`config.mk`:
```
export PLATFORM = sky130hd
export DESIGN_NAME = dept_ctrl
export DESIGN_NICKNAME = d
export VERILOG_FILES = /design/src/sv/dept_pkg.sv /design/src/sv/dept_ctrl.sv
export VERILOG_INCLUDE_DIRS = /design/src /design/src/sv
export SDC_FILE = /design/constraint.sdc
export NUM_CORES = 1
export LEC_CHECK = 0
export CAP_MARGIN = 20
export CELL_PAD_IN_SITES_DETAIL_PLACEMENT = 0
export CELL_PAD_IN_SITES_GLOBAL_PLACEMENT = 2
export CORE_ASPECT_RATIO = 2
export CORE_MARGIN = 2
export CORE_UTILIZATION = 35
export DETAILED_ROUTE_END_ITERATION = 6
export DONT_BUFFER_PORTS = 1
export PLACE_DENSITY = 0.89
export SLEW_MARGIN = 20
export SYNTH_ARGS = -nofsm -noshare
export SYNTH_HDL_FRONTEND = slang
export SYNTH_SLANG_ARGS = --single-unit
```
`constraint.sdc`:
```
create_clock -name clock -period 2.5 [get_ports clock]
set_input_delay 0.375 -clock clock [delete_from_list [all_inputs] [get_ports clock]]
set_output_delay 0.375 -clock clock [all_outputs]
set_load 0.005 [all_outputs]
```
`src/sv/double_ended_priority_table_macros.svh`:
```
// Assertion macros used by the RTL controller.
`ifndef DOUBLE_ENDED_PRIORITY_TABLE_MACROS_SVH
`define DOUBLE_ENDED_PRIORITY_TABLE_MACROS_SVH

`ifndef ASSERT_OFF

// Antecedent holds -> consequent holds in the same cycle.
`define DEPT_ASSERT_NOW(lbl, clk, rst, ante, cons) \
   lbl: assert property (@(posedge clk) disable iff (rst) (ante) |-> (cons)) \
      else $error("dept assertion failed");

// Antecedent holds -> consequent holds in the next cycle.
`define DEPT_ASSERT_NEXT(lbl, clk, rst, ante, cons) \
   lbl: assert property (@(posedge clk) disable iff (rst) (ante) |=> (cons)) \
      else $error("dept assertion failed");

`else

`define DEPT_ASSERT_NOW(lbl, clk, rst, ante, cons)
`define DEPT_ASSERT_NEXT(lbl, clk, rst, ante, cons)

`endif

`endif

```
`src/sv/dept_pkg.sv`:
```
package dept_pkg;

   localparam int NUM_IDS    = 1024;
   localparam int NUM_LEVELS = 101;
   localparam int ID_W       = $clog2(NUM_IDS);
   localparam int LVL_W      = $clog2(NUM_LEVELS);

   localparam logic [LVL_W-1:0] MAX_LEVEL = LVL_W'(NUM_LEVELS - 1);
   localparam logic [ID_W-1:0]  LAST_ID   = ID_W'(NUM_IDS - 1);

   typedef enum logic [1:0] {
      CMD_ADD    = 2'd0,
      CMD_REMOVE = 2'd1,
      CMD_QUERY  = 2'd2
   } cmd_type;

   typedef enum logic [2:0] {
      ST_CLEAR,
      ST_IDLE,
      ST_SCAN,
      ST_DRAIN,
      ST_RESULT
   } state_type;

   typedef struct packed {
      logic             present;
      logic [LVL_W-1:0] level;
   } entry_type;

   typedef struct packed {
      logic            en;
      logic [ID_W-1:0] addr;
      entry_type       data;
   } store_wr_type;

   typedef struct packed {
      logic            en;
      logic [ID_W-1:0] addr;
   } store_rd_type;

   typedef struct packed {
      logic            valid;
      logic            found;
      logic [ID_W-1:0] found_id;
   } result_type;

endpackage

```
`src/sv/dept_ctrl.sv`:
```
`include "double_ended_priority_table_macros.svh"

module dept_ctrl
   import dept_pkg::*;
(
   input  logic             clock,
   input  logic             reset,
   input  logic             req_valid,
   output logic             req_ready,
   input  cmd_type          req_cmd,
   input  logic [ID_W-1:0]  req_id,
   input  logic [LVL_W-1:0] req_level,
   input  logic             req_highest,
   output store_wr_type     wr,
   output store_rd_type     rd,
   input  entry_type        rd_data,
   output result_type       result,
   input  logic             result_ready
);

   state_type        state_ff, state_in;
   logic [ID_W-1:0]  cnt_ff, cnt_in;
   logic             hi_ff, hi_in;
   logic             any_ff, any_in;
   logic [ID_W-1:0]  best_id_ff, best_id_in;
   logic [LVL_W-1:0] best_lvl_ff, best_lvl_in;
   logic             rd_valid_ff, rd_valid_in;
   logic [ID_W-1:0]  rd_idx_ff, rd_idx_in;
   logic             req_fire;
   logic             clear_best;
   logic             take;
   logic [LVL_W-1:0] sat_level;

   assign req_fire  = req_valid && req_ready;
   assign sat_level = (req_level > MAX_LEVEL) ? MAX_LEVEL : req_level;

   always_ff @(posedge clock) begin
      if (reset) begin
         state_ff    <= ST_CLEAR;
         cnt_ff      <= '0;
         hi_ff       <= 1'b0;
         any_ff      <= 1'b0;
         best_id_ff  <= '0;
         best_lvl_ff <= '0;
         rd_valid_ff <= 1'b0;
         rd_idx_ff   <= '0;
      end else begin
         state_ff    <= state_in;
         cnt_ff      <= cnt_in;
         hi_ff       <= hi_in;
         any_ff      <= any_in;
         best_id_ff  <= best_id_in;
         best_lvl_ff <= best_lvl_in;
         rd_valid_ff <= rd_valid_in;
         rd_idx_ff   <= rd_idx_in;
      end
   end

   always_comb begin
      state_in    = state_ff;
      cnt_in      = cnt_ff;
      hi_in       = hi_ff;
      rd_valid_in = 1'b0;
      rd_idx_in   = rd_idx_ff;
      clear_best  = 1'b0;
      req_ready   = 1'b0;
      wr          = '0;
      rd          = '0;
      result      = '0;
      case (state_ff)
         ST_CLEAR: begin
            wr.en   = 1'b1;
            wr.addr = cnt_ff;
            cnt_in  = cnt_ff + 1'b1;
            if (cnt_ff == LAST_ID) begin
               cnt_in   = '0;
               state_in = ST_IDLE;
            end
         end
         ST_IDLE: begin
            req_ready = 1'b1;
            if (req_valid) begin
               case (req_cmd)
                  CMD_ADD: begin
                     wr.en           = 1'b1;
                     wr.addr         = req_id;
                     wr.data.present = 1'b1;
                     wr.data.level   = sat_level;
                  end
                  CMD_REMOVE: begin
                     wr.en   = 1'b1;
                     wr.addr = req_id;
                  end
                  CMD_QUERY: begin
                     hi_in      = req_highest;
                     cnt_in     = '0;
                     clear_best = 1'b1;
                     state_in   = ST_SCAN;
                  end
                  default: begin
                  end
               endcase
            end
         end
         ST_SCAN: begin
            rd.en       = 1'b1;
            rd.addr     = cnt_ff;
            rd_valid_in = 1'b1;
            rd_idx_in   = cnt_ff;
            cnt_in      = cnt_ff + 1'b1;
            if (cnt_ff == LAST_ID) begin
               cnt_in   = '0;
               state_in = ST_DRAIN;
            end
         end
         ST_DRAIN: begin
            state_in = ST_RESULT;
         end
         ST_RESULT: begin
            result.valid    = 1'b1;
            result.found    = any_ff;
            result.found_id = best_id_ff;
            if (result_ready) begin
               state_in = ST_IDLE;
            end
         end
         default: begin
            state_in = ST_IDLE;
         end
      endcase
   end

   // ties: highest keeps the later id, lowest keeps the earlier one
   assign take = rd_valid_ff && rd_data.present &&
                 (!any_ff || (hi_ff ? (rd_data.level >= best_lvl_ff)
                                    : (rd_data.level <  best_lvl_ff)));

   always_comb begin
      any_in      = any_ff;
      best_id_in  = best_id_ff;
      best_lvl_in = best_lvl_ff;
      if (clear_best) begin
         any_in      = 1'b0;
         best_id_in  = '0;
         best_lvl_in = '0;
      end else if (take) begin
         any_in      = 1'b1;
         best_id_in  = rd_idx_ff;
         best_lvl_in = rd_data.level;
      end
   end

   `DEPT_ASSERT_NEXT(a_query_starts_scan, clock, reset,
      req_fire && req_cmd == CMD_QUERY, state_ff == ST_SCAN && cnt_ff == '0)
   `DEPT_ASSERT_NOW(a_no_write_in_scan, clock, reset,
      state_ff == ST_SCAN || state_ff == ST_DRAIN || state_ff == ST_RESULT, !wr.en)
   `DEPT_ASSERT_NOW(a_empty_gives_zero, clock, reset,
      !any_ff, best_id_ff == '0)
   `DEPT_ASSERT_NEXT(a_drain_after_last_read, clock, reset,
      state_ff == ST_SCAN && cnt_ff == LAST_ID, rd_valid_ff && state_ff == ST_DRAIN)

endmodule

```
# After elaboration in Yosys (flattened, before gate mapping)
# Cells that the tools add are included.
totals:
  register_bits: 43
  in_bits: 32
  wordCells: 61
classes:
  add_sub_neg: 1
  order_cmp: 3
  n_eq_ne: 12
  muxes: 24
  reduce_logical: 13
op_table:
  columns: ["operator", "n"]
  rows:
  - ["10-bit two-way mux", 3]
  - ["11-bit two-way mux", 2]
  - ["11-bit case mux with 2 select lines", 1]
  - ["10-bit case mux with 2 select lines", 1]
  - ["19-bit two-way mux", 1]
  - ["8-bit two-way mux", 2]
  - ["3-bit two-way mux", 5]
  - ["3-bit case mux with 5 select lines", 1]
  - ["12-bit two-way mux", 1]
  - ["10-bit by 1-bit adder with 10-bit output (second input constant)", 1]
  - ["10-bit equality test (second input constant)", 1]
  - ["2-bit inequality test (second input constant)", 4]
  - ["7-bit >= comparator", 1]
  - ["7-bit greater-than comparator (second input constant)", 1]
  - ["7-bit less-than comparator", 1]
  - ["7-bit two-way mux", 1]
  - ["3-bit by 2-bit equality test with 1-bit output (second input constant)", 2]
  - ["1-bit two-way mux", 6]
  - ["3-bit AND reduction", 2]
  - ["2-bit OR reduction", 3]
  - ["5-bit AND reduction", 1]
  - ["3-bit by 1-bit equality test with 1-bit output (second input constant)", 1]
  - ["3-bit equality test (second input constant)", 1]
  - ["3-bit logical NOT", 1]
  - ["8 further kinds", 9]

# Logic depth before layout (Yosys ltp)
# Gate-level depths: netlist (run 1).
depth:
  ltp_word: 5
  mapped_depth: 9
  depth_no_buf: 7

# Least setup slack after synthesis (run 1)
# No wires, ideal clock.
synth_path:
  kind: "input to register"
  start: "in rd_data[6] (netlist bit)"
  end: "reg best_id_ff[0]"
  setup_time_ns: 0.123
  arrival_ns: 1.744
  t_required_ns: 2.377
  path_slack_ns: 0.634
  stages: 8
  path_buffers: 2
  cell_sequence: "ha_1 a21oi_1 o21ai_0 o21a_1 buf_2 buf_2 o31ai_1 a21boi_1"
synth_via:
  elab_chain_len: 4
synth_rtl:
  columns: ["element", "line_no", "rtl"]
  rows:
  - ["start: declaration", "dept_ctrl.sv:16", "input entry_type rd_data,"]
  - ["7-bit less-than comparator or 7-bit >= comparator (tied branches)", "dept_ctrl.sv:136, dept_ctrl.sv:135", null]
  - ["1-bit two-way mux *", "dept_ctrl.sv:135", "(!any_ff || (hi_ff ? (rd_data.level >= best_lvl_ff)"]
  - ["1-bit logical OR *", "dept_ctrl.sv:135", null]
  - ["1-bit logical AND *", "dept_ctrl.sv:134", "assign take = rd_valid_ff && rd_data.present &&"]
  - ["end signal: assignment", "dept_ctrl.sv:52", "best_id_ff <= best_id_in;"]
  - ["end: declaration", "dept_ctrl.sv:25", "logic [ID_W-1:0] best_id_ff, best_id_in;"]
# Every way passes the cells marked *; elsewhere a longest branch is shown, timed or not.
# A chain may end at the register's enable or synchronous reset.

==> out/metrics.cfg, run 1 <==
[run_status]
status = complete, no violations

[placement]
place_hpwl_mm = 4.53
placed_cells = 376
place_area_um2 = 2470
port-buffer-count = 0
gp_congestion = 0.790

[timing]
report.final.slew_viol_count = 0
whs_ps = 154
finClkSkew_ps = 6.20
post-route-period-util = 0.884
fmax_mhz = 453
slew_headroom = 0.550
setup-violations-final = 0
hold_viol = 0
finalSetupTns_ps = 0
post-route-min-period_ps = 2210
grt_setup_unrepaired = no
max_slew.worst_pin.slew_ps = 675

[logic_synthesis]
async_reset_ff_frac = 0
synth-seq-area-share = 0.355
yosys.area.top_type = dfxtp_1
synth_commonest_cells = dfxtp_1 (43), nand2_1 (29), nor2_1 (25), nand4_1 (23)
synth.distinct_cells = 44
yosys_warnings = 0
syn_avg_cell_area_um2 = 8.03
synth_top_area_share = 0.355
synthCells = 302
yosysMostFrequentCell = dfxtp_1
ys_top_cells_by_area = dfxtp_1 (35%), nand4_1 (5.9%), o31ai_1 (5.6%), nand2_1 (4.5%), a21oi_1 (4.1%)
synth_area_um2 = 2430
synth_seq_cells = 43
syn-num-nets = 342
synth_edf_count = 0
synthFlopType = dfxtp_1

[power_and_ir_drop]
seq_power_share = 0.465
combPwrFrac = 0.048
p_per_area_nw_per_um2 = 573
ir_drop_mv = 0.418
switching_share = 0.211
power.switching_mw = 0.321
p_int_mw = 1.20
power_leakage_nw = 1.00
clkPwrFrac = 0.487

[setup_path]
r2r_end = best_lvl_ff[0]
cp_max_fo = 12
cpMaxStageDelayCell = or2_1
rrSetupSlack_ps = 440
critPathLaunch = state_ff[2]
end_kind = output port
r2r_start = best_lvl_ff[6]
path_class = reg2out
endpoint = wr[1]
path_buf_inv = 0
start_kind = flip-flop
critPathArrivalTime_ps = 1830
max_stage_delay_ps = 400
worst-r2r-cell-count = 7
cp.required_ps = 2120
cpLargestDelayFamily = simple AND/OR/NAND/NOR gates
cp.depth = 4
crit_chain = or2_1, or2_4, nor3_4, and3_1

[layout]
final_area_um2 = 2650
seqCellArea_um2 = 861
fin_nets = 333
layout.cells.non_filler = 384
multi_input_area_um2 = 1390
drive_gt1_frac = 0.0680
n_antenna_cell = 0
nFillCells = 720
synthToLayoutAreaGrowth_pct = 9.13

[clock_network]
clk_pin_slew_ps = 60
cts_buffer_depth = 2
clkLatencyLatePin_ps = 280
cts_max_level = 2
clock_sinks = 43
post-cts-setup-buffer-count = 0
numCtsBuffers = 5
root_buffer = clkbuf_16
cts_tree = built

[floorplan]
rows = 43
die_h_um = 122
initial_core_util = 0.355
ios = 75
die_w_um = 62.9
core_um2 = 6830
die-area_um2 = 7650

[job]
max_cap_violations = 0

[grt]
track_usage = 0.160
grt_max_degree = 21
grt_antenna_before_repair = 0
grt_overflow = 0
grt_pass1_wl_mm = 9.80
grt_pass1_vias = 2069

[route]
dr_total_vias = 2159
antenna_left = 0
first_iter_violations = 100
routed_via_density = 5.62
drt_pass1_iterations = 4
drc = 0
routed_wl_mm = 6.05
wire_per_inst_um = 15.8

[min_path]
hold_path_class = in2reg

routing by layer:
metal / global-route usage / vias up / wire (µm)
met5: 0 / - / 0
met4: 0.0778 / 0 / 191
met3: 0.0342 / 20 / 255
met2: 0.267 / 71 / 2950
met1: 0.192 / 1017 / 2650
li1: - / 1051 / -
worst min-delay path by stage:
stage | from | slack [ps] | depth (start not counted) | end
after global routing | reset | 140 | 1 | rd_idx_ff[8]
final | reset | 150 | 1 | hi_ff
after floorplan | rd_idx_ff[0] | 440 | 2 | rd_idx_ff[0]
after detailed placement | rd_idx_ff[9] | 440 | 2 | rd_idx_ff[9]
after CTS | reset | 150 | 1 | rd_idx_ff[3]
after global placement | rd_idx_ff[9] | 450 | 2 | rd_idx_ff[9]
through the flow:
step / util / power, mW / worst slack (ps)
3_5_place_dp: 0.362 / 0.794 / 431
5_1_grt: 0.387 / 1.57 / 153
3_3_place_gp: 0.362 / 0.791 / 517
2_1_floorplan: - / 0.780 / 634
4_1_cts: 0.387 / 1.53 / 143
6_report: 0.387 / 1.52 / 291
state kept, by name (all words and copies together) (netlist names):
name and count:
rd_idx_ff 10, rd_valid_ff 1, best_id_ff 10, cnt_ff 10
state_ff 3, any_ff 1, best_lvl_ff 7, hi_ff 1
power by group through the flow:
stage                     registers, mW  logic [mW]  clock network (mW)
after floorplan                   0.716      0.0640                   0
after global placement            0.721      0.0693                   0
after detailed placement          0.722      0.0723                   0
after CTS                         0.706      0.0728               0.752
after global routing              0.707      0.0828               0.782
final                             0.706      0.0722               0.739
worst reg2reg max path, stage by stage, from the launching register on:
cell and delay [ps]:
dfxtp_1 320, inv_1 40, ha_1 310, nand2_1 80, o21ai_0 290, o21a_1 610
o31ai_1 140, a21boi_0 190
kinds of logic after synthesis:
family,synth area share
flops,0.355
mux,0.00413
buf+inv,0.0748
fa+ha+maj,0.0413
simple gates,0.262
xor+xnor,0.0289
compound gates,0.234
repair_timing:
item                                    in CTS  in global routing
resized for setup                            0                  1
endpoints found under the setup margin       0                  1
hold buffers                                 0                  0
cells in the final DEF, fill, tap and decap left out, types with 2 or more instances in the layout:
cell       instances
and2_1            15
xor2_1             4
a21boi_0           7
xnor2_1            4
a21boi_1          10
o21a_1             4
ha_1               8
nand4_1           23
and3_1             6
nand2_1           29
nor2_1            25
o31ai_1           18
nor4_1             2
buf_4              5
a21oi_1           20
nand3b_1           3
nand2b_1           4
a22oi_1           11
a21o_1             2
clkbuf_16          5
nor2b_1            2
dfxtp_1           43
inv_1             20
nor3_1             3
final cells by class:
| cell class | count | area share |
|---|---|---|
| clock buffers | 5 | 0.0473 |
| clock inverters | 3 | 0.0165 |
| inverters | 21 | 0.0298 |
| multi-input cells | 217 | 0.525 |
| flip-flops and latches | 43 | 0.325 |
| well taps | 90 | 0.0425 |
| repair buffers | 5 | 0.0142 |
No activity file was read; power rests on OpenSTA's default activity.
==> run 2, diff against run 1 <==
==> constraint.sdc (replaced) <==
create_clock -name clock -period 2.5 [get_ports clock]
set_input_delay 0.375 -clock clock [delete_from_list [all_inputs] [get_ports clock]]
set_output_delay 0.375 -clock clock [all_outputs]
set_load 0.02 [all_outputs]
==> run 2 against run 1 <==
Compared with the run above: global-route usage is 1.3 points higher; setup slack worse by 170 ps; clock-buffer cell count is 1 higher; worst hold slack worse by 1.5 ps; register-to-register slack hardly changed.
==> out/metrics.cfg, run 2 (synthesized netlist as in run 1, its figures left out) <==
[run_status]
status = complete, no violations

[timing]
finalSetupTns_ps = 0  ; unchanged
fmax_mhz = 420  ; -7.3%
hold_viol = 0  ; unchanged
post-route-min-period_ps = 2380  ; +174 ps
finClkSkew_ps = 3.78  ; -2.42 ps
max_slew.worst_pin.slew_ps = 674  ; -1.13 ps
grt_setup_unrepaired = no
slew_headroom = 0.551  ; +0.000752
setup-violations-final = 0  ; unchanged
report.final.slew_viol_count = 0  ; unchanged
post-route-period-util = 0.953  ; +0.0698

[setup_path]
r2r_start = best_lvl_ff[6]
cp.required_ps = 2120  ; about the same
critPathArrivalTime_ps = 2010  ; +180 ps
cpMaxStageDelayCell = nor3_4
rrSetupSlack_ps = 450  ; about the same
r2r_end = best_lvl_ff[0]
cpLargestDelayFamily = simple AND/OR/NAND/NOR gates
max_stage_delay_ps = 410  ; about the same
cpMostUsedCell = or2_4
endpoint = wr[4]
start_kind = flip-flop
path_buf_inv = 0  ; unchanged
crit_chain = or2_4, or2_4, nor3_4, and3_2
worst-r2r-cell-count = 7  ; unchanged
path_class = reg2out
cp.depth = 4  ; unchanged
end_kind = output port
cp_max_fo = 12  ; unchanged
critPathLaunch = state_ff[2]

[layout]
drive_gt1_frac = 0.0949  ; +0.0269
nFillCells = 735  ; +2.1%
final_cell_mix = dfxtp_1 (43), nand2_1 (29), nor2_1 (24), nand4_1 (23)
final_area_um2 = 2680  ; +1.0%
n_antenna_cell = 0  ; unchanged
synthToLayoutAreaGrowth_pct = 10.3
final_common_cell = dfxtp_1
fin_nets = 334  ; +0.30%
top_regs = best_id_ff: 10 flops, cnt_ff: 10 flops, rd_idx_ff: 10 flops

[power_and_ir_drop]
p_per_area_nw_per_um2 = 579  ; +1.1%
power.switching_mw = 0.326  ; +1.8%
ir_drop_mv = 0.420  ; +0.48%
switching_share = 0.211  ; -0.000579
clkPwrFrac = 0.490  ; +0.003
combPwrFrac = 0.053  ; +0.005
seq_power_share = 0.457  ; -0.008
p_int_mw = 1.22  ; +2.2%
power_leakage_nw = 1.01  ; +1.0%

[floorplan]
core_um2 = 6830  ; unchanged
ios = 75  ; unchanged
initial_core_util = 0.355  ; unchanged
die_h_um = 122  ; unchanged
die_w_um = 62.9  ; unchanged
die-area_um2 = 7650  ; unchanged
rows = 43  ; unchanged

[grt]
grt_antenna_before_repair = 0  ; unchanged
grt_max_degree = 21  ; unchanged
track_usage = 0.173  ; +0.0134
grt_overflow = 0  ; unchanged
grt_pass1_wl_mm = 10.5  ; +7.5%
grt_pass1_vias = 2198  ; +6.2%

[clock_network]
clock_sinks = 43  ; unchanged
post-cts-setup-buffer-count = 0  ; unchanged
clkLatencyLatePin_ps = 280  ; about the same
numCtsBuffers = 5  ; unchanged
clk_pin_slew_ps = 60  ; about the same
hold_buffers = 0  ; unchanged
cts_max_level = 2  ; unchanged
cts_tree = built
cts_buffer_depth = 2  ; unchanged
root_buffer = clkbuf_16
post_cts_resized = 0  ; unchanged

[placement]
gp_congestion = 0.784  ; -0.82%
place_area_um2 = 2490  ; +0.51%
place_hpwl_mm = 4.68  ; +3.3%
port-buffer-count = 0  ; unchanged

[job]
max_cap_violations = 0  ; unchanged

[route]
drc = 0  ; unchanged
routed_wl_mm = 6.33  ; +4.6%
routed_via_density = 5.57  ; -0.91%
wire_per_inst_um = 16.4  ; +4.3%
drt_pass1_iterations = 4  ; unchanged
dr_total_vias = 2145  ; -0.65%
first_iter_violations = 120  ; +20%
antenna_left = 0  ; unchanged

[min_path]
worstHoldStart = reset
hold_path_class = in2reg

==> run 2: routing by layer <==
layer / up-vias / share of wire / global-route usage
met2: 57 / 0.50 / 0.300
li1: 1056 / - / -
met3: 11 / 0.049 / 0.0452
met5: - / 0 / 0
met1: 1021 / 0.42 / 0.199
met4: 0 / 0.024 / 0.0736
==> run 2: worst min path at each step <==
stage	endpoint	depth (start not counted)
floorplan	rd_idx_ff[0]	2
global placement	rd_idx_ff[9]	2
detailed placement	rd_idx_ff[3]	2
CTS	rd_idx_ff[3]	1
global route	rd_idx_ff[6]	1
finish	rd_idx_ff[1]	1
==> run 2: metrics by stage <==
stage / power (mW) / hold WS (ps) / instances / setup WS (ps) / util
after floorplan: 0.790 / 437 / 302 / 588 / -
after global placement: 0.802 / 446 / 377 / 391 / 0.364
after detailed placement: 0.805 / 444 / 377 / 322 / 0.364
after CTS: 1.57 / 145 / 385 / 10.4 / 0.389
after global routing: 1.61 / 141 / 385 / 6.42 / 0.392
final: 1.55 / 153 / 385 / 117 / 0.392
==> run 2: power by group through the flow <==
stage | Combinational [mW] | Clock (mW) | Sequential [mW]
after CTS | 0.0832 | 0.775 | 0.707
after global placement | 0.0796 | 0 | 0.722
after global routing | 0.0929 | 0.810 | 0.708
after detailed placement | 0.0828 | 0 | 0.722
final | 0.0824 | 0.759 | 0.707
after floorplan | 0.0736 | 0 | 0.716
==> run 2: worst reg2reg max path, stage by stage (launching register included) <==
cell	delay, ps
dfxtp_1	330
inv_1	40
ha_1	310
nand2_1	80
o21ai_0	280
o21a_1	610
o31ai_1	110
a21boi_0	210
==> run 2: final cells by class <==
class | count | area [µm²] | area share
Timing Repair Buffer | 6 | 45.0 | 0.0168
Clock inverter | 2 | 35.0 | 0.0131
Multi-Input combinational cell | 217 | 1400 | 0.525
Sequential cell | 43 | 861 | 0.322
Clock buffer | 6 | 139 | 0.0519
Inverter | 21 | 78.8 | 0.0295
Tap cell | 90 | 113 | 0.0421
